File: src/sv/gpq_pkg.sv
// Shared constants, types and button bit positions for the pad and quadrature block.
package gpq_pkg;

   localparam int NUM_BYTES          = 6;
   localparam int REPORT_W           = 15;
   localparam int PAD_W              = 8;
   localparam int RING_DEPTH_DEFAULT = 8;

   localparam logic [7:0] SCRAMBLE_KEY = 8'h17;
   localparam logic [7:0] ALL_ONES     = 8'hFF;

   // Bytes carrying button bits
   localparam int BTN_BYTE_HI = 4;
   localparam int BTN_BYTE_LO = 5;

   // Configuration register indexes
   localparam logic CSR_JUMP_RUN = 1'b0;
   localparam logic CSR_DELAY    = 1'b1;

   // Report bit positions
   localparam int REP_X      = 0;
   localparam int REP_A      = 1;
   localparam int REP_B      = 2;
   localparam int REP_Y      = 3;
   localparam int REP_START  = 4;
   localparam int REP_SELECT = 5;
   localparam int REP_HOME   = 6;
   localparam int REP_RTRIG  = 7;
   localparam int REP_LTRIG  = 8;
   localparam int REP_RZ     = 9;
   localparam int REP_LZ     = 10;
   localparam int REP_UP     = 11;
   localparam int REP_DOWN   = 12;
   localparam int REP_LEFT   = 13;
   localparam int REP_RIGHT  = 14;

   // Pad pin positions
   localparam int PAD_C     = 0;
   localparam int PAD_START = 1;
   localparam int PAD_B     = 2;
   localparam int PAD_A     = 3;
   localparam int PAD_RIGHT = 4;
   localparam int PAD_LEFT  = 5;
   localparam int PAD_DOWN  = 6;
   localparam int PAD_UP    = 7;

   typedef logic [REPORT_W-1:0] report_type;
   typedef logic [NUM_BYTES-1:0][7:0] poll_type;

   typedef struct packed {
      report_type report;
      logic       all_ones;
   } merge_type;

   typedef struct packed {
      report_type newest;
      report_type oldest;
   } ring_view_type;

endpackage

File: src/sv/gpq_lane.sv
// One byte lane: unscrambles a poll byte and flags an all-ones result.
module gpq_lane
   import gpq_pkg::*;
(
   input  logic [7:0] raw_byte,
   output logic [7:0] clear_byte,
   output logic       is_ones
);

   always_comb begin
      clear_byte = (raw_byte ^ SCRAMBLE_KEY) + SCRAMBLE_KEY;
      is_ones    = (clear_byte == ALL_ONES);
   end

endmodule

File: src/sv/gpq_merge.sv
// Merges the byte lanes: all-ones test over the poll and button report unpacking.
module gpq_merge
   import gpq_pkg::*;
(
   input  poll_type               clear_bytes,
   input  logic [NUM_BYTES-1:0]   lane_ones,
   output merge_type              merged
);

   logic [7:0] p4;
   logic [7:0] p5;

   always_comb begin
      // button bits are active low
      p4 = ~clear_bytes[BTN_BYTE_HI];
      p5 = ~clear_bytes[BTN_BYTE_LO];

      merged.all_ones                 = &lane_ones;
      merged.report                   = '0;
      merged.report[REP_X]      = p5[3];
      merged.report[REP_A]      = p5[4];
      merged.report[REP_B]      = p5[6];
      merged.report[REP_Y]      = p5[5];
      merged.report[REP_START]  = p4[2];
      merged.report[REP_SELECT] = p4[4];
      merged.report[REP_HOME]   = p4[3];
      merged.report[REP_RTRIG]  = p4[1];
      merged.report[REP_LTRIG]  = p4[5];
      merged.report[REP_RZ]     = p5[2];
      merged.report[REP_LZ]     = p5[7];
      merged.report[REP_UP]     = p5[0];
      merged.report[REP_DOWN]   = p4[6];
      merged.report[REP_LEFT]   = p5[1];
      merged.report[REP_RIGHT]  = p4[7];
   end

endmodule

File: src/sv/gpq_ring.sv
// Report history held as a shift line: tap 0 is the newest report, the last tap the oldest.
module gpq_ring
   import gpq_pkg::*;
#(
   parameter int RING_DEPTH = RING_DEPTH_DEFAULT
) (
   input  logic          clock,
   input  logic          reset,
   input  logic          push,
   input  report_type    report,
   input  logic          clear,
   output ring_view_type view
);

   report_type taps_ff [RING_DEPTH];
   report_type taps_in [RING_DEPTH];

   // view after this request's push, before any clear
   always_comb begin
      view.newest = push ? report : taps_ff[0];
      view.oldest = push ? taps_ff[RING_DEPTH-2] : taps_ff[RING_DEPTH-1];
   end

   always_comb begin
      taps_in[0] = push ? report : taps_ff[0];
      for (int i = 1; i < RING_DEPTH; i++) begin
         taps_in[i] = push ? taps_ff[i-1] : taps_ff[i];
      end
      if (clear) begin
         for (int i = 0; i < RING_DEPTH; i++) begin
            taps_in[i] = '0;
         end
      end
   end

   always_ff @(posedge clock) begin
      if (reset) begin
         for (int i = 0; i < RING_DEPTH; i++) begin
            taps_ff[i] <= '0;
         end
      end else begin
         for (int i = 0; i < RING_DEPTH; i++) begin
            taps_ff[i] <= taps_in[i];
         end
      end
   end

endmodule

File: src/sv/gamepad_report_to_pad_and_quadrature.sv
// Top level: controller poll to pad drive and two-axis quadrature outputs.
// Takes one poll request per clock and returns one response per request, in the cycle
// after acceptance, through a single output register; a new request is accepted
// whenever that register is empty or being taken in the same cycle. Six byte lanes
// unscramble the poll in parallel, a merge stage builds the button report and the
// all-0xFF test, and the report history is a RING_DEPTH-tap shift line, so the
// newest and oldest reports are always at fixed taps. Configuration writes act at
// once and are meant to be made while no response is pending.
module gamepad_report_to_pad_and_quadrature
   import gpq_pkg::*;
#(
   parameter int RING_DEPTH = RING_DEPTH_DEFAULT
) (
   input  logic        clock,
   input  logic        reset,

   input  logic        csr_write_en,
   input  logic        csr_index,
   input  logic        csr_write_data,

   input  logic        req_valid,
   output logic        req_stall,
   input  logic [7:0]  req_byte0,
   input  logic [7:0]  req_byte1,
   input  logic [7:0]  req_byte2,
   input  logic [7:0]  req_byte3,
   input  logic [7:0]  req_byte4,
   input  logic [7:0]  req_byte5,
   input  logic        req_read_ok,

   output logic        rsp_valid,
   input  logic        rsp_stall,
   output logic [14:0] rsp_buttons_now,
   output logic [7:0]  rsp_pad_pressed,
   output logic        rsp_horiz_phase,
   output logic        rsp_horiz_quad,
   output logic        rsp_vert_phase,
   output logic        rsp_vert_quad,
   output logic        rsp_resync
);

   poll_type             raw_bytes;
   poll_type             clear_bytes;
   logic [NUM_BYTES-1:0] lane_ones;
   merge_type            merged;
   ring_view_type        view;

   logic       accept;
   logic       resync_now;
   report_type shown;
   logic [7:0] pad_now;

   logic       jump_run_ff, jump_run_in;
   logic       delay_ff, delay_in;
   logic       last_ones_ff, last_ones_in;
   logic [1:0] horiz_ff, horiz_in;
   logic [1:0] vert_ff, vert_in;
   logic       rsp_valid_ff, rsp_valid_in;
   report_type buttons_ff, buttons_in;
   logic [7:0] pad_ff, pad_in;
   logic       resync_ff, resync_in;

   assign raw_bytes = {req_byte5, req_byte4, req_byte3, req_byte2, req_byte1, req_byte0};

   for (genvar g = 0; g < NUM_BYTES; g++) begin : g_lane
      gpq_lane u_lane (
         .raw_byte   (raw_bytes[g]),
         .clear_byte (clear_bytes[g]),
         .is_ones    (lane_ones[g])
      );
   end

   gpq_merge u_merge (
      .clear_bytes (clear_bytes),
      .lane_ones   (lane_ones),
      .merged      (merged)
   );

   assign req_stall  = rsp_valid_ff & rsp_stall;
   assign accept     = req_valid & ~req_stall;
   assign resync_now = req_read_ok ? merged.all_ones : last_ones_ff;

   gpq_ring #(
      .RING_DEPTH (RING_DEPTH)
   ) u_ring (
      .clock  (clock),
      .reset  (reset),
      .push   (accept & req_read_ok),
      .report (merged.report),
      .clear  (accept & resync_now),
      .view   (view)
   );

   always_comb begin
      shown   = delay_ff ? view.oldest : view.newest;
      pad_now = '0;
      if (jump_run_ff) begin
         pad_now[PAD_B]  = shown[REP_A] | shown[REP_B];
         pad_now[PAD_UP] = shown[REP_X] | shown[REP_Y] | shown[REP_UP];
      end else begin
         pad_now[PAD_C]     = shown[REP_A];
         pad_now[PAD_START] = shown[REP_START];
         pad_now[PAD_B]     = shown[REP_X] | shown[REP_B];
         pad_now[PAD_A]     = shown[REP_Y];
         pad_now[PAD_UP]    = shown[REP_UP];
      end
      pad_now[PAD_RIGHT] = shown[REP_RIGHT];
      pad_now[PAD_LEFT]  = shown[REP_LEFT];
      pad_now[PAD_DOWN]  = shown[REP_DOWN];
   end

   always_comb begin
      jump_run_in  = jump_run_ff;
      delay_in     = delay_ff;
      last_ones_in = last_ones_ff;
      horiz_in     = horiz_ff;
      vert_in      = vert_ff;
      buttons_in   = buttons_ff;
      pad_in       = pad_ff;
      resync_in    = resync_ff;
      rsp_valid_in = rsp_valid_ff & rsp_stall;

      if (csr_write_en) begin
         case (csr_index)
            CSR_JUMP_RUN: jump_run_in = csr_write_data;
            CSR_DELAY:    delay_in    = csr_write_data;
            default:      ;
         endcase
      end

      if (accept) begin
         if (req_read_ok) begin
            last_ones_in = merged.all_ones;
         end
         // right/down step up, left/up step down, 2-bit wrap
         horiz_in     = horiz_ff + {1'b0, view.newest[REP_RIGHT]}
                                 - {1'b0, view.newest[REP_LEFT]};
         vert_in      = vert_ff + {1'b0, view.newest[REP_DOWN]}
                                - {1'b0, view.newest[REP_UP]};
         buttons_in   = view.newest;
         pad_in       = pad_now;
         resync_in    = resync_now;
         rsp_valid_in = 1'b1;
      end
   end

   always_ff @(posedge clock) begin
      if (reset) begin
         jump_run_ff  <= 1'b0;
         delay_ff     <= 1'b0;
         last_ones_ff <= 1'b0;
         horiz_ff     <= '0;
         vert_ff      <= '0;
         rsp_valid_ff <= 1'b0;
      end else begin
         jump_run_ff  <= jump_run_in;
         delay_ff     <= delay_in;
         last_ones_ff <= last_ones_in;
         horiz_ff     <= horiz_in;
         vert_ff      <= vert_in;
         rsp_valid_ff <= rsp_valid_in;
      end
   end

   always_ff @(posedge clock) begin
      buttons_ff <= buttons_in;
      pad_ff     <= pad_in;
      resync_ff  <= resync_in;
   end

   // counters only move on acceptance, which also loads the response
   assign rsp_valid       = rsp_valid_ff;
   assign rsp_buttons_now = buttons_ff;
   assign rsp_pad_pressed = pad_ff;
   assign rsp_horiz_phase = horiz_ff[0] ^ horiz_ff[1];
   assign rsp_horiz_quad  = horiz_ff[1];
   assign rsp_vert_phase  = vert_ff[0] ^ vert_ff[1];
   assign rsp_vert_quad   = vert_ff[1];
   assign rsp_resync      = resync_ff;

endmodule

File: config.mk
export PLATFORM = sky130hd
export DESIGN_NAME = gamepad_report_to_pad_and_quadrature
export DESIGN_NICKNAME = d
export VERILOG_FILES = /design/src/sv/gpq_pkg.sv /design/src/sv/gpq_lane.sv /design/src/sv/gpq_merge.sv /design/src/sv/gpq_ring.sv /design/src/sv/gamepad_report_to_pad_and_quadrature.sv
export SDC_FILE = /design/constraint.sdc
export NUM_CORES = 1
export LEC_CHECK = 0
export BUFFER_PORTS_ARGS = -buffer_cell sky130_fd_sc_hd__buf_2
export CAP_MARGIN = 20
export CORE_MARGIN = 4
export CORE_UTILIZATION = 57
export CTS_BUF_LIST = sky130_fd_sc_hd__clkbuf_4
export DETAILED_ROUTE_END_ITERATION = 12
export MAX_ROUTING_LAYER = met4
export PLACE_DENSITY_LB_ADDON = 0.1
export SLEW_MARGIN = 15
export SYNTH_ARGS = -nofsm -noshare
export SYNTH_HDL_FRONTEND = slang
export SYNTH_SLANG_ARGS = --single-unit
export TNS_END_PERCENT = 30
File: constraint.sdc
create_clock -name clock -period 3.1 [get_ports clock]
set_clock_uncertainty 0.15 [all_clocks]
set_input_delay 0.31 -clock clock [delete_from_list [all_inputs] [get_ports clock]]
set_output_delay 0.31 -clock clock [all_outputs]
set_load 0.005 [all_outputs]
==> results.md, run 1 <==
- The flow ran to the end, and the final reports show no timing, DRC or antenna violations.
- On the worst path, the slowest cell contributes a delay of 530 ps.
- The cell that appears most often on the critical path is sky130_fd_sc_hd__buf_4.
- The cell sitting at the root of the clock tree is a sky130_fd_sc_hd__clkbuf_4.
- The die span in x is 98.8 µm.
- The number of buffers inserted by hold repair at cts is 4.
- The async set or reset register ratio after synthesis is 0.
- The final layout contains routed wiring with a total length of 10,000 µm.
- Timing analysis after detailed placement gives a worst setup slack of 392 ps.
- In this run the count of I/O pins placed on the die edge is 86.
- The max-slew violation count was 0.
- The ratio of routed vias to standard cells is 5.50.
- The synthesized area per cell is 9.56 µm².
- Synthesis produced 492 cells.
- Across the run, the number of max-cap violations was 0.
- The sequential fraction of the synthesis area is 0.519.
- The peak supply drop is 0.274 mV.
- Measured on the finished design, the core utilization comes to 0.678.
- The synthesized netlist net count is 555.
- Ranked by total cell area, the synthesized netlist is headed by sky130_fd_sc_hd__dfxtp_1, sky130_fd_sc_hd__edfxtp_1, sky130_fd_sc_hd__a21oi_2.
- The DRC violation total after the first TritonRoute iteration is 172.
- The share of Yosys cell area claimed by the top area cell type is 0.366.
- The synthesized design spends more area on one cell type than any other, namely sky130_fd_sc_hd__dfxtp_1.
- The die outline height is 98.8 µm.
- STA puts the critical path data required time at 3230 ps.
- The source of the worst register-to-register timing path is rsp_valid.
- The total core area is 7890 µm².
- The level count of the clock H-tree is 3.
- Summed over all failing endpoints, the final setup total negative slack is 0 ps.
- Port buffering added 85 buffers.
- The critical path is of the in -> reg type.
- The first global-routing pass estimated 17,200 µm of wire.
- The number of gates given a new drive strength after cts is 0.
- STA puts the critical path data arrival time at 2830 ps.
- The buffering stage count on the worst path with inverters included is 4.
- No sink is reached through more buffers than the 2 on the longest clock path.
- The final HPWL from detailed placement is 6930 µm.
- The worst path in the final design needs a cycle of 2700 ps, including I/O delays and setup.
- On the critical path the largest part of the delay comes from buffers and inverters.
- The detail-routed net length per standard cell is 14.9 µm.
- Setup repair after global routing left no endpoint under its margin.
- The initial antenna violation count is 0.
- The detail route stage leaves a number of antenna-violating nets equal to 0.
- Global routing finished with a remaining overflow of 0.
- Dividing the final minimum period by the clock period gives 0.871.
- The critical path goes through dlygate4sd3_1 -> buf_2 -> a21boi_4 -> buf_4 -> buf_4 -> a211oi_1 -> o21ai_0 -> o311ai_0 -> o211ai_1.
- Entering global routing, the biggest net connects 60 pins.
- The total DRC errors in the routed layout is 0.
- The last weighted congestion value of the routability-driven placer is 0.892.
- The combined area of all synthesized cells is 4700 µm².
- The most used flip-flop cell after synthesis is sky130_fd_sc_hd__dfxtp_1.
- The initial cell density of the core is 0.596.
- In this run the core area contains 32 standard-cell rows.
- TritonCTS built the clock tree.
- The number of buffers inserted to repair setup after CTS is 0.
- The most critical setup path has its startpoint at req_valid.
- The via count is 3,689.
- Before antenna repair, the detailed router went through 4 iterations.
- Counting flops and latches in the post-synthesis netlist gives 110.
- The final-stage net count is 627.
- The worst setup slack after layout is 401 ps.
- The maximum clock frequency is 0.370 GHz.
- The Yosys step of the flow raised 0 warnings.
- The largest fanout of any net on the critical path is 47.
- In this run the most critical hold path is launched from reset.
- The static leakage is 2.08 nW.
- The number of distinct library cells after synthesis is 41.
- The total global-route track usage is 0.219.
- The number of clock sinks is 110.
- The total CTS buffers is 9.
- Setup violations remaining at the end of the flow were counted as 0.
- The number of global-route vias before repair is 3,663.
- STA classifies the critical path endpoint as a flip-flop.
- Of the cells placed in the final design, the portion with a size suffix greater than 1 is 0.288.
- In this run the worst hold path is classified as in -> reg.
- The transition at the pin with the smallest max-transition slack is 704 ps.
- The total of fill cells in the finished design is 659.
- The full die area is 9770 µm².
- 0 antenna diodes ended up in the layout.
- The cell at the slowest stage of the critical path is sky130_fd_sc_hd__dlygate4sd3_1.
- After clock tree synthesis, the clock-pin slew on the worst setup and hold paths is 160 ps.
- Dividing total power by cell area gives a power density of 465 nW/µm².
- The total count of hold-check failures in the final report was 0.
- The clock insertion delay at the later pin of the skew report is 440 ps.
- The count of flip-flops with a built-in enable after synthesis is 24.
- The worst pin sits at a relative slew slack of 0.530.
- The launching element type of the critical path is an input pin.
- Relative to the synthesized area, the layout overhead comes to 13.6%.
[metal layers]
| layer | share of wire | global-route usage | routed length [µm] | vias to the layer above |
|---|---|---|---|---|
| li1 | - | - | - | 1834 |
| met1 | 0.46 | 0.278 | 4580 | 1785 |
| met5 | 0 | - | 0 | - |
| met3 | 0.033 | 0.0340 | 332 | 8 |
| met4 | 0.0074 | 0.0620 | 74 | 0 |
| met2 | 0.50 | 0.365 | 5040 | 62 |
[cell families after synthesis]
group           share of synthesized area
simple gates                        0.191
xor+xnor                           0.0335
compound gates                      0.140
flops                               0.519
mux                                0.0463
buf+inv                            0.0508
fa+ha+maj                          0.0186
[cells in the mapped netlist, drive strengths merged (2+ instances only)]
| cell type | n |
|---|---|
| a21oi | 62 |
| clkbuf | 23 |
| edfxtp | 24 |
| mux2i | 15 |
| nor3 | 3 |
| nand2 | 73 |
| xor2 | 10 |
| xnor2 | 8 |
| a21boi | 3 |
| nand4 | 10 |
| nor4 | 2 |
| nor2b | 11 |
| buf | 16 |
| ha | 7 |
| nor2 | 29 |
| dfxtp | 86 |
| o21a | 2 |
| nand3 | 61 |
| a211oi | 5 |
| inv | 11 |
| a31o | 2 |
| mux2 | 6 |
| and3 | 2 |
| o21ai | 9 |
[layout make-up]
class / instances / area, µm² / share of cell area
Sequential cell: 110 / 2440 / 0.457
Multi-Input combinational cell: 332 / 2040 / 0.381
Timing Repair Buffer: 100 / 586 / 0.110
Tap cell: 102 / 128 / 0.0239
Clock buffer: 10 / 75.1 / 0.0140
Inverter: 11 / 41.3 / 0.00773
Clock inverter: 6 / 35.0 / 0.00656
[where the power goes]
group | total, mW | internal, mW | switching (mW) | leakage (nW)
sequential | 1.54 | 1.52 | 0.0244 | 0.936
clock | 0.620 | 0.174 | 0.446 | 0.0689
combinational | 0.319 | 0.133 | 0.186 | 1.07
total | 2.48 | 1.83 | 0.657 | 2.08
[metrics by stage]
stage,hold slack (ps),instance area [µm²],total power [mW],instances
after floorplan,281,4700,1.76,492
after global placement,294,5190,1.88,651
after detailed placement,301,5190,1.89,651
after CTS,19.9,5340,2.51,671
after global routing,17.8,5340,2.60,671
final,55.3,5340,2.48,671
[flip-flops by register name, indices dropped and copies added (netlist names)]
signal	count
jump_run_ff	1
delay_ff	1
vert_ff	2
horiz_ff	2
rsp_pad_pressed	8
rsp_resync	1
rsp_valid	1
last_ones_ff	1
rsp_buttons_now	15
u_ring.taps_ff	78
[path summary, 6_finish.rpt]
kind,slack (ps),depth (start not counted),endpoint
max,400,9,rsp_pad_pressed[7]
min,60,2,jump_run_ff
max reg2reg,560,7,rsp_pad_pressed[7]
min reg2reg,320,2,u_ring.taps_ff[0][41]
[cell usage in the layout, fill, tap and decap left out, types with 6 or more instances in the layout]
cell type	count
sky130_fd_sc_hd__dfxtp_1	86
sky130_fd_sc_hd__buf_2	85
sky130_fd_sc_hd__nand2_1	72
sky130_fd_sc_hd__nand3_1	61
sky130_fd_sc_hd__a21oi_2	40
sky130_fd_sc_hd__nor2_1	29
sky130_fd_sc_hd__edfxtp_1	24
sky130_fd_sc_hd__a21oi_1	22
sky130_fd_sc_hd__mux2i_1	15
sky130_fd_sc_hd__inv_1	11
sky130_fd_sc_hd__nor2b_1	11
sky130_fd_sc_hd__xor2_1	10
sky130_fd_sc_hd__nand4_1	10
sky130_fd_sc_hd__clkbuf_4	10
sky130_fd_sc_hd__o21ai_0	9
sky130_fd_sc_hd__xnor2_1	8
sky130_fd_sc_hd__buf_4	8
sky130_fd_sc_hd__ha_1	7
sky130_fd_sc_hd__mux2_2	6
(Power assumes the default switching activity.)
==> run 2, diff against run 1 <==
--- a/config.mk
+++ b/config.mk
@@ -8,7 +8,7 @@
 export BUFFER_PORTS_ARGS = -buffer_cell sky130_fd_sc_hd__buf_2
 export CAP_MARGIN = 20
 export CORE_MARGIN = 4
-export CORE_UTILIZATION = 57
+export CORE_UTILIZATION = 30
 export CTS_BUF_LIST = sky130_fd_sc_hd__clkbuf_4
 export DETAILED_ROUTE_END_ITERATION = 12
 export MAX_ROUTING_LAYER = met4
==> run 2 against run 1 <==
Compared with the run above:
- power is 2.0% higher
- sequential share of layout area down 1.4 points
- register-to-register slack gained 160 ps
- non-clock buffer count is 5 higher
- critical endpoint is now horiz_ff[1]
- count of clock-buffer cells in the layout is 1 higher
- final area grew 3.2%
- core utilization decreased by 32 points
- final cell count grew 17%
- first-iteration DRC count shrank 1.2%
- clock power up 6.8%
- die area grew 82%
- critical path depth up 4
==> results.md, run 2 (synthesized netlist as in run 1, its figures left out) <==
- The number of gates given a new drive strength after cts is 0.
- The critical path goes through dlygate4sd3_1 -> buf_2 -> a21boi_4 -> nand2_2 -> buf_4 -> mux2i_1 -> ha_1 -> inv_1 -> ha_1 -> xor2_1 -> nand2_1 -> xor2_1 -> nor2_1.
- The ratio of routed vias to standard cells is 4.63.
- Buffers inserted during clock tree synthesis total 9.
- The register with the most flip-flops in the final layout is u_ring.taps_ff.
- Of the total power, the share spent switching nets is 0.273.
- The worst setup path is of the in -> reg kind.
- The final-stage net count is 632.
- The relative contribution of combinational cells to total power is 0.130.
- The total DRC errors in the routed layout is 0.
- STA classifies the critical path startpoint as an input pin.
- The area growth from synthesis to layout is 17.3%.
- Counting along the longest clock path gives a buffer depth of 2.
- The worst hold path belongs to the class in -> reg.
- In the layout the commonest cells are sky130_fd_sc_hd__dfxtp_1, sky130_fd_sc_hd__buf_2, sky130_fd_sc_hd__nand2_1.
- The power consumption is 2.53 mW.
- The tree is rooted in a sky130_fd_sc_hd__clkbuf_4.
- The detail route stage leaves a number of antenna-violating nets equal to 0.
- The number of primary I/O pins is 86.
- Routability-driven placement finished with a final weighted congestion of 0.746.
- The die covers 17,700 µm².
- Of the available clock period, the critical path in the final layout requires 0.814.
- The multi-input logic area is 2040 µm².
- Summing all placed instances gives a cell area of 5310 µm².
- The delay of the slowest cell on the worst path is 530 ps.
- The die span in x is 133 µm.
- Among cell families on the critical path, the largest total delay comes from buffers and inverters.
- The number of rows in the core area is 45.
- Across all register-to-register paths, the minimum setup slack is 720 ps.
- The largest individual stage delay along the critical path comes from the cell sky130_fd_sc_hd__dlygate4sd3_1.
- Setup violations remaining at the end of the flow were counted as 0.
- The register with the most flip-flops in the layout has 78 of them.
- Of all nets on the critical path, the largest fanout is 18.
- The clock net in this run drives a total of 110 sinks.
- Of the total power, registers draw 0.609.
- The total count of hold-check failures in the final report was 0.
- The clock slew at the register clock pins of the worst setup and hold paths is 170 ps.
- The total global-route track usage is 0.131.
- The die outline height is 133 µm.
- The number of global-route vias before repair is 3,545.
- The buffering stage count on the worst path with inverters included is 4.
- Dividing the detail-routed wire length by the instance count gives 14.2 µm.
- The worst setup path is captured at a flip-flop.
- The library cell used most frequently in the layout, excluding fill and tap cells, is sky130_fd_sc_hd__dfxtp_1.
- The fraction of layout cells with a size suffix above 1 is 0.286.
- In the final layout, flip-flops and latches occupy 2440 µm².
- Setup repair after global routing left no endpoint under its margin.
- CTS built an H-tree with a depth of 3.
- For this run, the detailed router's first-pass iteration total came to 4.
- IR analysis of the VDD net gives a maximum drop of 0.207 mV.
- The routed design could run at a clock period as short as 2520 ps.
- The first global-routing pass estimated 18,400 µm of wire.
- The total negative setup slack is 0 ps.
- The tool flagged a number of max-cap violations equal to 0.
- Once layout is done, the placed cells without fillers occupy 5520 µm².
- The final HPWL from detailed placement is 7350 µm.
- The maximum clock frequency is 0.396 GHz.
- The worst max-slew margin expressed relative to the limit is 0.497.
- The initial antenna violation count is 1.
- The clock insertion delay at the later pin of the skew report is 480 ps.
- The max-slew violation count is 0.
- The via count is 3,636.
- The run finished with clean final reports.
- The count of buffers added on input and output ports is 85.
- The clock tree from TritonCTS is built.
- For the pin with the worst max-slew slack, the measured transition is 753 ps.
- The number of placed instances, taps included, is 760.
- The critical path data arrival time is 2760 ps.
- The cell area power density is 459 nW/µm².
- Entering global routing, the biggest net connects 60 pins.
- Summed over all layers, the routed wires come to 11,200 µm.
- The final non-filler cell total is 786.
- The static leakage is 2.09 nW.
- The DRC violation total after the first TritonRoute iteration is 170.
- After floorplanning, the core was sized to cover 15,300 µm².
- The share of total power dissipated in the clock network is 0.261.
- Internal power comes to 1.84 mW.
- Summed over all nets, the switching power comes to 0.691 mW.
- The layout has 1,572 filler cells.
- STA puts the critical path data required time at 3340 ps.
- Summed over all layers, the global routing overflow is 0.
- For this configuration, the core starts out at a cell density of 0.308.
[run 2: cell types whose count changed in the layout (fill, tap and decap cells not counted), sizes merged]
cell         before  now
dlygate4sd3       4    9
clkbuf           10   11
diode             0    1
inv              14   13
[run 2: worst min-delay path, stage by stage]
cell                      delay, ps
sky130_fd_sc_hd__buf_2           90
sky130_fd_sc_hd__nand4_1         70
sky130_fd_sc_hd__nor4_2          60
sky130_fd_sc_hd__nand4_1         80
sky130_fd_sc_hd__a21oi_1         60
[run 2: per-layer routing]
layer / part of all wire / GRT usage / vias to the layer above
met1: 0.50 / 0.178 / 1724
li1: - / - / 1851
met5: 0 / - / -
met2: 0.45 / 0.193 / 49
met3: 0.030 / 0.0325 / 12
met4: 0.014 / 0.0394 / 0
[run 2: power groups by stage]
stage	sequential (mW)	combinational [mW]	clock [mW]
finish	1.54	0.328	0.662
global route	1.55	0.366	0.764
CTS	1.54	0.335	0.710
detailed placement	1.57	0.325	0
global placement	1.57	0.322	0
floorplan	1.57	0.191	0
[run 2: final timing paths]
kind	start	to	depth (start not counted)
hold reg to reg	u_ring.taps_ff[0][59]	u_ring.taps_ff[0][74]	2
setup reg to reg	rsp_valid	horiz_ff[1]	11
hold / removal	req_byte0[7]	last_ones_ff	5
setup / recovery	req_valid	horiz_ff[1]	13
[run 2: area by class of cell]
class | count | share of cell area
sequential | 110 | 0.443
multi-input combinational | 332 | 0.369
timing repair buffer | 105 | 0.111
tap | 211 | 0.0479
clock buffer | 11 | 0.0150
inverter | 11 | 0.00748
clock inverter | 5 | 0.00658
antenna | 1 | 0.000454
[run 2: metrics by stage]
stage / setup slack [ps] / hold WS [ps] / util
6_report: 577 / 108 / 0.362
5_1_grt: 427 / 91.2 / 0.362
4_1_cts: 565 / 77.1 / 0.361
3_5_place_dp: 345 / 297 / 0.348
3_3_place_gp: 401 / 296 / 0.348
2_1_floorplan: 392 / 281 / -
[run 2: repair_timing]
item / in CTS / in global routing
buffers inserted: 0 / 0
endpoints found under the hold margin: 7 / 0
hold buffers: 9 / 0
